**src/rtl/ctsd_pkg.sv**
```systemverilog
// Shared types, constants and helper functions for the closing-tag stream deframer.
// Depends on nothing; every other file of the block uses it.
package ctsd_pkg;

  // Widths fixed by the register and stream formats.
  localparam int BYTE_W    = 8;
  localparam int TAG_BYTES = 16;
  localparam int TAG_W     = TAG_BYTES * BYTE_W;
  localparam int LEN_W     = 5;
  localparam int CFG_IDX_W = 2;
  localparam int CFG_W     = 64;
  localparam int TAG_IDX_W = 4;

  // Configuration register indexes.
  localparam logic [CFG_IDX_W-1:0] CFG_FOOTER_LO  = 2'd0;
  localparam logic [CFG_IDX_W-1:0] CFG_FOOTER_HI  = 2'd1;
  localparam logic [CFG_IDX_W-1:0] CFG_FOOTER_LEN = 2'd2;

  // Whitespace characters dropped after a closing tag, and the zero byte, which is always dropped.
  localparam logic [BYTE_W-1:0] CHAR_SPACE = 8'h20;
  localparam logic [BYTE_W-1:0] CHAR_CR    = 8'h0D;
  localparam logic [BYTE_W-1:0] CHAR_LF    = 8'h0A;
  localparam logic [BYTE_W-1:0] CHAR_TAB   = 8'h09;
  localparam logic [BYTE_W-1:0] CHAR_NUL   = 8'h00;

  // One result beat.
  typedef struct packed {
    logic [BYTE_W-1:0] data;
    logic              doc_end;
  } ctsd_beat_t;

  // Shift control handed to every cell of the window.
  typedef struct packed {
    logic shift;    // a kept byte enters the window
    logic restart;  // that byte closes a document
  } ctsd_shift_t;

  // Selects byte k of the closing tag.
  function automatic logic [BYTE_W-1:0] tag_byte(input logic [TAG_W-1:0]     tag,
                                                 input logic [TAG_IDX_W-1:0] k);
    return tag[k*BYTE_W +: BYTE_W];
  endfunction

  function automatic logic is_space(input logic [BYTE_W-1:0] b);
    return (b == CHAR_SPACE) || (b == CHAR_CR) || (b == CHAR_LF) || (b == CHAR_TAB);
  endfunction

endpackage

```
**src/rtl/ctsd_in_if.sv**
```systemverilog
// Input byte stream channel: valid/ready handshake with one raw byte per beat.
// Depends on ctsd_pkg for the byte width.
interface ctsd_in_if;
  logic                       valid;
  logic                       ready;
  logic [ctsd_pkg::BYTE_W-1:0] in_byte;

  modport source (output valid, output in_byte, input ready);
  modport sink   (input valid, input in_byte, output ready);
endinterface

```
**src/rtl/ctsd_out_if.sv**
```systemverilog
// Result channel: valid/ready handshake with one kept byte and its end-of-document flag.
// Depends on ctsd_pkg for the byte width.
interface ctsd_out_if;
  logic                       valid;
  logic                       ready;
  logic [ctsd_pkg::BYTE_W-1:0] out_byte;
  logic                       doc_end;

  modport source (output valid, output out_byte, output doc_end, input ready);
  modport sink   (input valid, input out_byte, input doc_end, output ready);
endinterface

```
**src/rtl/ctsd_cell.sv**
```systemverilog
// One cell of the history window: holds one recent kept byte and whether it
// belongs to the current document, and compares it against its tag byte.
// Depends on ctsd_pkg.
module ctsd_cell #(
  parameter int POS = 0
) (
  input  logic                            clk,
  input  logic                            rst_n,
  input  ctsd_pkg::ctsd_shift_t           ctl,
  input  logic [ctsd_pkg::BYTE_W-1:0]     prev_byte,
  input  logic                            prev_valid,
  input  logic [ctsd_pkg::TAG_W-1:0]      tag,
  input  logic [ctsd_pkg::LEN_W-1:0]      tag_len,
  output logic [ctsd_pkg::BYTE_W-1:0]     byte_r,
  output logic                            valid_r,
  output logic                            ok
);
  import ctsd_pkg::*;

  logic [BYTE_W-1:0] byte_nxt;
  logic              valid_nxt;
  logic              needed;
  logic [LEN_W-1:0]  idx_full;

  // The cell takes part in the match when the tag reaches back this far.
  always_comb begin
    needed   = tag_len >= LEN_W'(POS + 2);
    idx_full = tag_len - LEN_W'(POS + 2);
    ok       = !needed ||
               (valid_r && (byte_r == tag_byte(tag, idx_full[TAG_IDX_W-1:0])));
  end

  // Shift from the neighbor; a closed document invalidates the whole window.
  always_comb begin
    byte_nxt  = byte_r;
    valid_nxt = valid_r;
    if (ctl.shift) begin
      byte_nxt  = prev_byte;
      valid_nxt = prev_valid && !ctl.restart;
    end
  end

  always_ff @(posedge clk) begin
    byte_r <= byte_nxt;
  end

  always_ff @(posedge clk) begin
    if (!rst_n) begin
      valid_r <= 1'b0;
    end else begin
      valid_r <= valid_nxt;
    end
  end

endmodule

```
**src/rtl/ctsd_obuf.sv**
```systemverilog
// Two-entry output buffer: an output register plus a skid register, so the
// input side keeps moving while a result waits. Depends on ctsd_pkg and ctsd_out_if.
module ctsd_obuf (
  input  logic                 clk,
  input  logic                 rst_n,
  input  logic                 push,
  input  ctsd_pkg::ctsd_beat_t push_beat,
  output logic                 has_room,
  ctsd_out_if.source           out_if
);
  import ctsd_pkg::*;

  ctsd_beat_t main_r, main_nxt;
  ctsd_beat_t skid_r, skid_nxt;
  logic       main_valid_r, main_valid_nxt;
  logic       skid_valid_r, skid_valid_nxt;
  logic       pop;

  assign has_room        = !skid_valid_r;
  assign out_if.valid    = main_valid_r;
  assign out_if.out_byte = main_r.data;
  assign out_if.doc_end  = main_r.doc_end;
  assign pop             = main_valid_r && out_if.ready;

  // Fill the output register first, the skid register only under a stall.
  always_comb begin
    main_nxt       = main_r;
    skid_nxt       = skid_r;
    main_valid_nxt = main_valid_r;
    skid_valid_nxt = skid_valid_r;
    if (skid_valid_r) begin
      if (pop) begin
        main_nxt       = skid_r;
        skid_valid_nxt = 1'b0;
      end
    end else if (push) begin
      if (!main_valid_r || pop) begin
        main_nxt       = push_beat;
        main_valid_nxt = 1'b1;
      end else begin
        skid_nxt       = push_beat;
        skid_valid_nxt = 1'b1;
      end
    end else if (pop) begin
      main_valid_nxt = 1'b0;
    end
  end

  always_ff @(posedge clk) begin
    main_r <= main_nxt;
    skid_r <= skid_nxt;
  end

  always_ff @(posedge clk) begin
    if (!rst_n) begin
      main_valid_r <= 1'b0;
      skid_valid_r <= 1'b0;
    end else begin
      main_valid_r <= main_valid_nxt;
      skid_valid_r <= skid_valid_nxt;
    end
  end

endmodule

```
**src/rtl/closing_tag_stream_deframer_top.sv**
```systemverilog
// Closing-tag stream deframer: top level with configuration registers, the cell row
// and the output buffer. Depends on ctsd_pkg, ctsd_in_if, ctsd_out_if, ctsd_cell, ctsd_obuf.
//
// Takes one byte per beat and returns each kept byte, marking with doc_end the byte that
// completes the configured closing tag (1 to MAX_FOOTER bytes, written through cfg_*).
// Zero bytes are dropped, as are space, CR, LF and tab bytes that directly follow a
// closing tag. The block accepts one byte every cycle while its output buffer has room;
// a kept byte enters that buffer when accepted. The recent kept bytes live in a row of
// MAX_FOOTER-1 cells that shift once per kept byte, and the tag compare across the whole
// row is done in the accept cycle, which sets the critical path. The two-beat buffer
// absorbs a stall on the result side, so input stalls only when both entries are full.
module closing_tag_stream_deframer_top #(
  parameter int MAX_FOOTER = 16
) (
  input  logic                            clk,
  input  logic                            rst_n,
  input  logic                            cfg_we,
  input  logic [ctsd_pkg::CFG_IDX_W-1:0]  cfg_index,
  input  logic [ctsd_pkg::CFG_W-1:0]      cfg_data,
  ctsd_in_if.sink                         in_if,
  ctsd_out_if.source                      out_if
);
  import ctsd_pkg::*;

  localparam int NCELL = MAX_FOOTER - 1;

  logic [CFG_W-1:0] footer_lo_r, footer_lo_nxt;
  logic [CFG_W-1:0] footer_hi_r, footer_hi_nxt;
  logic [LEN_W-1:0] footer_len_r, footer_len_nxt;
  logic             skip_r, skip_nxt;

  logic [TAG_W-1:0]  tag;
  logic [LEN_W-1:0]  len_eff;
  logic [LEN_W-1:0]  head_idx;
  logic [BYTE_W-1:0] in_b;
  logic              accept;
  logic              keep;
  logic              head_ok;
  logic              hit;
  logic              has_room;
  ctsd_shift_t       ctl;
  ctsd_beat_t        beat;

  logic [BYTE_W-1:0] cell_byte [NCELL];
  logic [NCELL-1:0]  cell_valid;
  logic [NCELL-1:0]  cell_ok;

  // Configuration registers.
  always_comb begin
    footer_lo_nxt  = footer_lo_r;
    footer_hi_nxt  = footer_hi_r;
    footer_len_nxt = footer_len_r;
    if (cfg_we) begin
      unique case (cfg_index)
        CFG_FOOTER_LO:  footer_lo_nxt  = cfg_data;
        CFG_FOOTER_HI:  footer_hi_nxt  = cfg_data;
        CFG_FOOTER_LEN: footer_len_nxt = cfg_data[LEN_W-1:0];
        default: ;
      endcase
    end
  end

  always_ff @(posedge clk) begin
    if (!rst_n) begin
      footer_lo_r  <= '0;
      footer_hi_r  <= '0;
      footer_len_r <= LEN_W'(1);
    end else begin
      footer_lo_r  <= footer_lo_nxt;
      footer_hi_r  <= footer_hi_nxt;
      footer_len_r <= footer_len_nxt;
    end
  end

  // Tag length clamped to the window size.
  always_comb begin
    tag      = {footer_hi_r, footer_lo_r};
    len_eff  = (footer_len_r > LEN_W'(MAX_FOOTER)) ? LEN_W'(MAX_FOOTER) : footer_len_r;
    head_idx = len_eff - LEN_W'(1);
  end

  // Accept and filter the incoming byte.
  assign in_if.ready = has_room;
  assign in_b        = in_if.in_byte;
  assign accept      = in_if.valid && in_if.ready;
  assign keep        = accept && (in_b != CHAR_NUL) && !(skip_r && is_space(in_b));

  // The new byte must equal the last tag byte and every needed cell must agree.
  assign head_ok = (len_eff != '0) && (in_b == tag_byte(tag, head_idx[TAG_IDX_W-1:0]));
  assign hit     = head_ok && (&cell_ok);

  assign ctl.shift   = keep;
  assign ctl.restart = hit;

  // Row of history cells, newest byte in cell zero.
  for (genvar k = 0; k < NCELL; k++) begin : g_cell
    if (k == 0) begin : g_head
      ctsd_cell #(.POS(k)) u_cell (
        .clk        (clk),
        .rst_n      (rst_n),
        .ctl        (ctl),
        .prev_byte  (in_b),
        .prev_valid (1'b1),
        .tag        (tag),
        .tag_len    (len_eff),
        .byte_r     (cell_byte[k]),
        .valid_r    (cell_valid[k]),
        .ok         (cell_ok[k])
      );
    end else begin : g_body
      ctsd_cell #(.POS(k)) u_cell (
        .clk        (clk),
        .rst_n      (rst_n),
        .ctl        (ctl),
        .prev_byte  (cell_byte[k-1]),
        .prev_valid (cell_valid[k-1]),
        .tag        (tag),
        .tag_len    (len_eff),
        .byte_r     (cell_byte[k]),
        .valid_r    (cell_valid[k]),
        .ok         (cell_ok[k])
      );
    end
  end

  // Whitespace skipping after a closing tag.
  always_comb begin
    skip_nxt = skip_r;
    if (keep) begin
      skip_nxt = hit;
    end
  end

  always_ff @(posedge clk) begin
    if (!rst_n) begin
      skip_r <= 1'b0;
    end else begin
      skip_r <= skip_nxt;
    end
  end

  // Result beat into the output buffer.
  assign beat.data    = in_b;
  assign beat.doc_end = hit;

  ctsd_obuf u_obuf (
    .clk       (clk),
    .rst_n     (rst_n),
    .push      (keep),
    .push_beat (beat),
    .has_room  (has_room),
    .out_if    (out_if)
  );

  // The document-membership bits always form a run starting at the newest cell.
  a_valid_run: assert property (@(posedge clk) disable iff (!rst_n)
    ((cell_valid + NCELL'(1)) & cell_valid) == '0)
    else $error("cell valid bits are not a contiguous run");

  // A match only uses bytes of the current document.
  a_hit_in_doc: assert property (@(posedge clk) disable iff (!rst_n)
    (keep && hit) |-> ($countones(cell_valid) + 1 >= int'(len_eff)))
    else $error("closing tag matched across a document boundary");

  // A closed document empties the window and arms whitespace skipping.
  a_hit_restart: assert property (@(posedge clk) disable iff (!rst_n)
    (keep && hit) |=> (cell_valid == '0) && skip_r)
    else $error("window not restarted after a closing tag");

  // Input backpressure only while a result is waiting on the output.
  a_stall_cause: assert property (@(posedge clk) disable iff (!rst_n)
    !in_if.ready |-> out_if.valid)
    else $error("input stalled with an empty output register");

endmodule
```
**src/flat_wrapper.sv**
```systemverilog
// flat-port wrapper written by rule: the top's interface ports become plain ports
module closing_tag_stream_deframer_top_flat import ctsd_pkg::*;
#(
  parameter int MAX_FOOTER = 16
)
  (clk, rst_n, cfg_we, cfg_index, cfg_data, in_if_valid, in_if_in_byte, in_if_ready, out_if_valid, out_if_out_byte, out_if_doc_end, out_if_ready);
  ctsd_in_if in_if_i ();
  ctsd_out_if out_if_i ();
  input  logic clk;
  input  logic rst_n;
  input  logic cfg_we;
  input  logic [ctsd_pkg::CFG_IDX_W-1:0] cfg_index;
  input  logic [ctsd_pkg::CFG_W-1:0] cfg_data;
  input wire logic [$bits(in_if_i.valid)-1:0] in_if_valid;
  input wire logic [$bits(in_if_i.in_byte)-1:0] in_if_in_byte;
  output wire logic [$bits(in_if_i.ready)-1:0] in_if_ready;
  output wire logic [$bits(out_if_i.valid)-1:0] out_if_valid;
  output wire logic [$bits(out_if_i.out_byte)-1:0] out_if_out_byte;
  output wire logic [$bits(out_if_i.doc_end)-1:0] out_if_doc_end;
  input wire logic [$bits(out_if_i.ready)-1:0] out_if_ready;
  assign in_if_i.valid = in_if_valid;
  assign in_if_i.in_byte = in_if_in_byte;
  assign in_if_ready = in_if_i.ready;
  assign out_if_valid = out_if_i.valid;
  assign out_if_out_byte = out_if_i.out_byte;
  assign out_if_doc_end = out_if_i.doc_end;
  assign out_if_i.ready = out_if_ready;
  closing_tag_stream_deframer_top #(.MAX_FOOTER(MAX_FOOTER)) u_core (.clk(clk), .rst_n(rst_n), .cfg_we(cfg_we), .cfg_index(cfg_index), .cfg_data(cfg_data), .in_if(in_if_i), .out_if(out_if_i));
endmodule
```
**config.mk**
```make
export PLATFORM = sky130hd
export DESIGN_NAME = closing_tag_stream_deframer_top_flat
export DESIGN_NICKNAME = d
export VERILOG_FILES = /design/src/rtl/ctsd_pkg.sv /design/src/rtl/ctsd_in_if.sv /design/src/rtl/ctsd_out_if.sv /design/src/rtl/ctsd_cell.sv /design/src/rtl/ctsd_obuf.sv /design/src/rtl/closing_tag_stream_deframer_top.sv /design/src/flat_wrapper.sv
export SDC_FILE = /design/constraint.sdc
export NUM_CORES = 1
export LEC_CHECK = 0
export ABC_CLOCK_PERIOD_IN_PS = 5500
export BUFFER_PORTS_ARGS = -buffer_cell sky130_fd_sc_hd__buf_4
export CAP_MARGIN = 20
export CELL_PAD_IN_SITES_DETAIL_PLACEMENT = 1
export CELL_PAD_IN_SITES_GLOBAL_PLACEMENT = 1
export CORE_MARGIN = 4
export CORE_UTILIZATION = 45
export DETAILED_ROUTE_END_ITERATION = 6
export PLACE_DENSITY_LB_ADDON = 0.1
export SYNTH_ARGS = -nofsm -noshare
export SYNTH_HDL_FRONTEND = slang
export SYNTH_SLANG_ARGS = --single-unit
```
**constraint.sdc**
```tcl
create_clock -name clk -period 5.5 [get_ports clk]
set_input_delay 0.55 -clock clk [delete_from_list [all_inputs] [get_ports clk]]
set_output_delay 0.55 -clock clk [all_outputs]
set_load 0.02 [all_outputs]
```
==> results.txt <==
Status = finished with violations
Violated checks = DRC
Synth top area share = 18.81%
FF+latch area = 7177 um2
Hold crit path type = in -> reg
Synth Flop Type = dfxtp_1
Crit share post-route = 99.39%
Synthesized netlist net count = 2,403
Most frequent cell after synthesis = nand2_1
Via count = 21,570
DRT antenna net count = 0
Multi-input gate area = 13,880 um2
Switching Fraction = 33.19%
Area grow syn2layout = 12.46%
Maxcap violations = 0
Synth unique cells = 91
Endpoints failing hold = 0
Total wire length = 112.3 mm
Synth Instances = 2,313
Flop pwr share = 40.4%
Fmax achieved = 182.9 MHz
Clock transition at the registers of the reported paths = 70 ps
Die H = 229.2 um
Fillers = 5,396
Global Route Usage Sum = 41.45%
Syn Std Cell Area = 22,020 um2
Yosys reg bits = 289
Critical path start-end classification = reg -> reg
DR pass1 iterations = 7
Worst-Skew Late Latency = 570 ps
Die footprint = 52,550 um2
GRT Residual Overflow = 0
Slew @ Worst Pin = 1109 ps
Synth area leaders = edfxtp_1 19%, dfxtp_1 14%, mux2i_1 11%
Synth Warn # = 0
Num CTS Buffers = 35
Worst VDD drop = 0.2290 mV
Combinational Power Share = 23.1%
Initial Util = 45.84%
Vias in the first global route = 21,220
Part of the power in the clock network = 36.5%
NumNets Final = 2,460
Max Slew Vio Count = 0
Critical Path Max Stage Delay = 500 ps
Worst Path Required = 5960 ps
Initial antenna violation count = 5
Leakage Power = 0.008920 uW
CP Cell Sequence = buf_12 -> buf_4 -> nor4b_1 -> a21oi_2 -> buf_4 -> a31oi_1 -> a211oi_1 -> buf_4 -> mux2i_1 -> nand4_1 -> nor4_4 -> a41oi_1 -> nor4_2 -> or3b_1 -> buf_4 -> a32o_1
Ys async rst share = 0%
Global-route wire length before repair = 158.7 mm
CP startpoint kind = register
DP Worst Slack = 41.89 ps
Core area = 48,050 um2
CTS tree = built
Final setup violation count = 0
EDFF count, synth = 138
Starting DRT DRC Count = 3,091
Synth cell count leaders = 396 x nand2_1, 236 x mux2i_1, 151 x dfxtp_1
CP Capture Type = register
H-tree depth = 2
Critical Path Most Common Cell = buf_4
Syn_area_per_cell = 9.522 um2
Max_slew headroom = 26.00%
Post-route DRC = 6
Placer Congestion = 1.037
Switch Pwr = 2118 uW
Slowest CP cell = a21oi_2
DR WL/cell = 37.30 um
Clock Skews = 28.32 ps
Via-per-instance ratio = 7.160
Root Driver = clkbuf_16
Num ports = 90
Crit Path Max Fanout = 40
Post-synthesis sequential area ratio = 32.54%
HPWL after DPL = 86.24 mm
PortBufs = 89
Largest net degree at the start of global routing = 118
CTS Buffer Depth = 3
Layout cells sized above 1 = 18.70%
Die X = 229.2 um
Row cnt = 80
Clk sink count = 289
P_int = 4263 uW
RSZ-0062 raised after global routing = no
P per Cell Area = 257.6 nW/um2
Min Tclk post-route = 5466 ps
Yosys top cell by area = edfxtp_1
Setup Total Neg Slack = 0 ps
Final worst setup slack = 33.61 ps
Crit path DAT = 5920 ps
==> repair_timing <==
item,CTS,global route
hold buffers,0,0
setup endpoints to repair,0,17
setup buffers,0,0
gates resized for setup,0,2
hold endpoints to repair,0,0
==> power by group through the flow <==
stage | Combinational, uW | Clock, uW | Sequential (uW)
after detailed placement | 1420 | 0 | 2610
after floorplan | 882 | 0 | 2510
after global placement | 1390 | 0 | 2600
final | 1470 | 2330 | 2580
after CTS | 1430 | 2360 | 2560
after global routing | 1530 | 2450 | 2570
==> critical path: cells and delay by family (launching register included) <==
kind	cells	cell delay, ps
AOI/OAI and AO/OA	5	1680
and+or+nand+nor	5	1570
buffers and inverters	5	1440
DFF	1	360
muxes	1	270
==> path summary, 6_finish.rpt <==
path / cells after the start / end / slack (ps) / start
min: 3 / u_core.footer_lo_r[50] / 240 / cfg_data[50]
min reg2reg: 0 / u_core.g_cell[4].g_body.u_cell.byte_r[7] / 460 / u_core.g_cell[3].g_body.u_cell.byte_r[7]
max: 16 / u_core.g_cell[10].g_body.u_cell.valid_r / 30 / u_core.footer_len_r[1]
max reg2reg: 16 / u_core.g_cell[10].g_body.u_cell.valid_r / 30 / u_core.footer_len_r[1]
==> kinds of logic after synthesis <==
logic type / count (synthesis) / synth area share (%)
flip-flops: 289 / 32.54
AND/OR/NAND/NOR: 728 / 15.49
AO/OA/AOI/OAI: 556 / 18.54
XOR/XNOR: 137 / 5.635
multiplexers: 364 / 22.28
buffers and inverters: 228 / 4.886
adder cells (fa/ha/maj): 11 / 0.6249
==> cell type report <==
class | instances | share of cell area, %
Timing Repair Buffer | 222 | 6.931
Tap cell | 615 | 3.107
Antenna cell | 1 | 0.01010
Inverter | 26 | 0.4142
Clock buffer | 46 | 3.996
Clock inverter | 17 | 0.5254
Multi-Input combinational cell | 1796 | 56.04
Sequential cell | 289 | 28.98
==> flip-flops by register name, indices dropped and copies added, names as in the netlist <==
register                             flops
u_core.u_obuf.out_if.doc_end             1
u_core.g_cell.g_head.u_cell.byte_r       8
u_core.u_obuf.out_if.valid               1
u_core.skip_r                            1
u_core.footer_len_r                      5
u_core.footer_lo_r                      64
u_core.u_obuf.skid_valid_r               1
u_core.g_cell.g_head.u_cell.valid_r      1
u_core.g_cell.g_body.u_cell.valid_r     14
u_core.u_obuf.skid_r                     9
u_core.footer_hi_r                      64
u_core.u_obuf.out_if.out_byte            8
u_core.g_cell.g_body.u_cell.byte_r     112
==> stage by stage <==
step / cell area, um2 / util [%] / instances / hold slack (ps) / total power [uW]
CTS: 24750 / 51.52 / 3011 / 229.1 / 6349
floorplan: 22030 / - / 2313 / 424.4 / 3390
global placement: 23630 / 49.19 / 2948 / 434.9 / 3996
global route: 24770 / 51.55 / 3011 / 245.9 / 6558
finish: 24770 / 51.55 / 3012 / 244.1 / 6380
detailed placement: 23630 / 49.19 / 2948 / 452.8 / 4027
==> per-layer routing <==
| metal | vias up | GRT usage (%) | part of all wire (%) | routed length [um] |
|---|---|---|---|---|
| li1 | 8830 | - | - | - |
| met1 | 10930 | 54.75 | 39 | 43710 |
| met2 | 1412 | 62.88 | 43 | 48510 |
| met3 | 389 | 9.145 | 10 | 11580 |
| met4 | 4 | 23.72 | 7.5 | 8411 |
| met5 | - | 0 | 0.11 | 127 |
==> cells in the final DEF, fill, tap and decap left out, types with 30 or more instances in the layout <==
| cell | synthesis | routed |
|---|---|---|
| mux2_2 | 30 | 30 |
| mux2i_1 | 236 | 236 |
| nand2_1 | 396 | 396 |
| clkbuf_16 | 0 | 37 |
| xor2_1 | 67 | 66 |
| a21oi_1 | 56 | 55 |
| nor3_1 | 34 | 33 |
| a21boi_0 | 139 | 139 |
| dfxtp_1 | 151 | 147 |
| o21ai_0 | 58 | 58 |
| a211oi_1 | 36 | 36 |
| nand3_1 | 55 | 55 |
| edfxtp_1 | 138 | 138 |
| buf_4 | 13 | 218 |
| mux4_2 | 98 | 98 |
| nor2_1 | 75 | 74 |
| xnor2_1 | 66 | 64 |
Note: power is estimated with default switching activity, not from simulation.
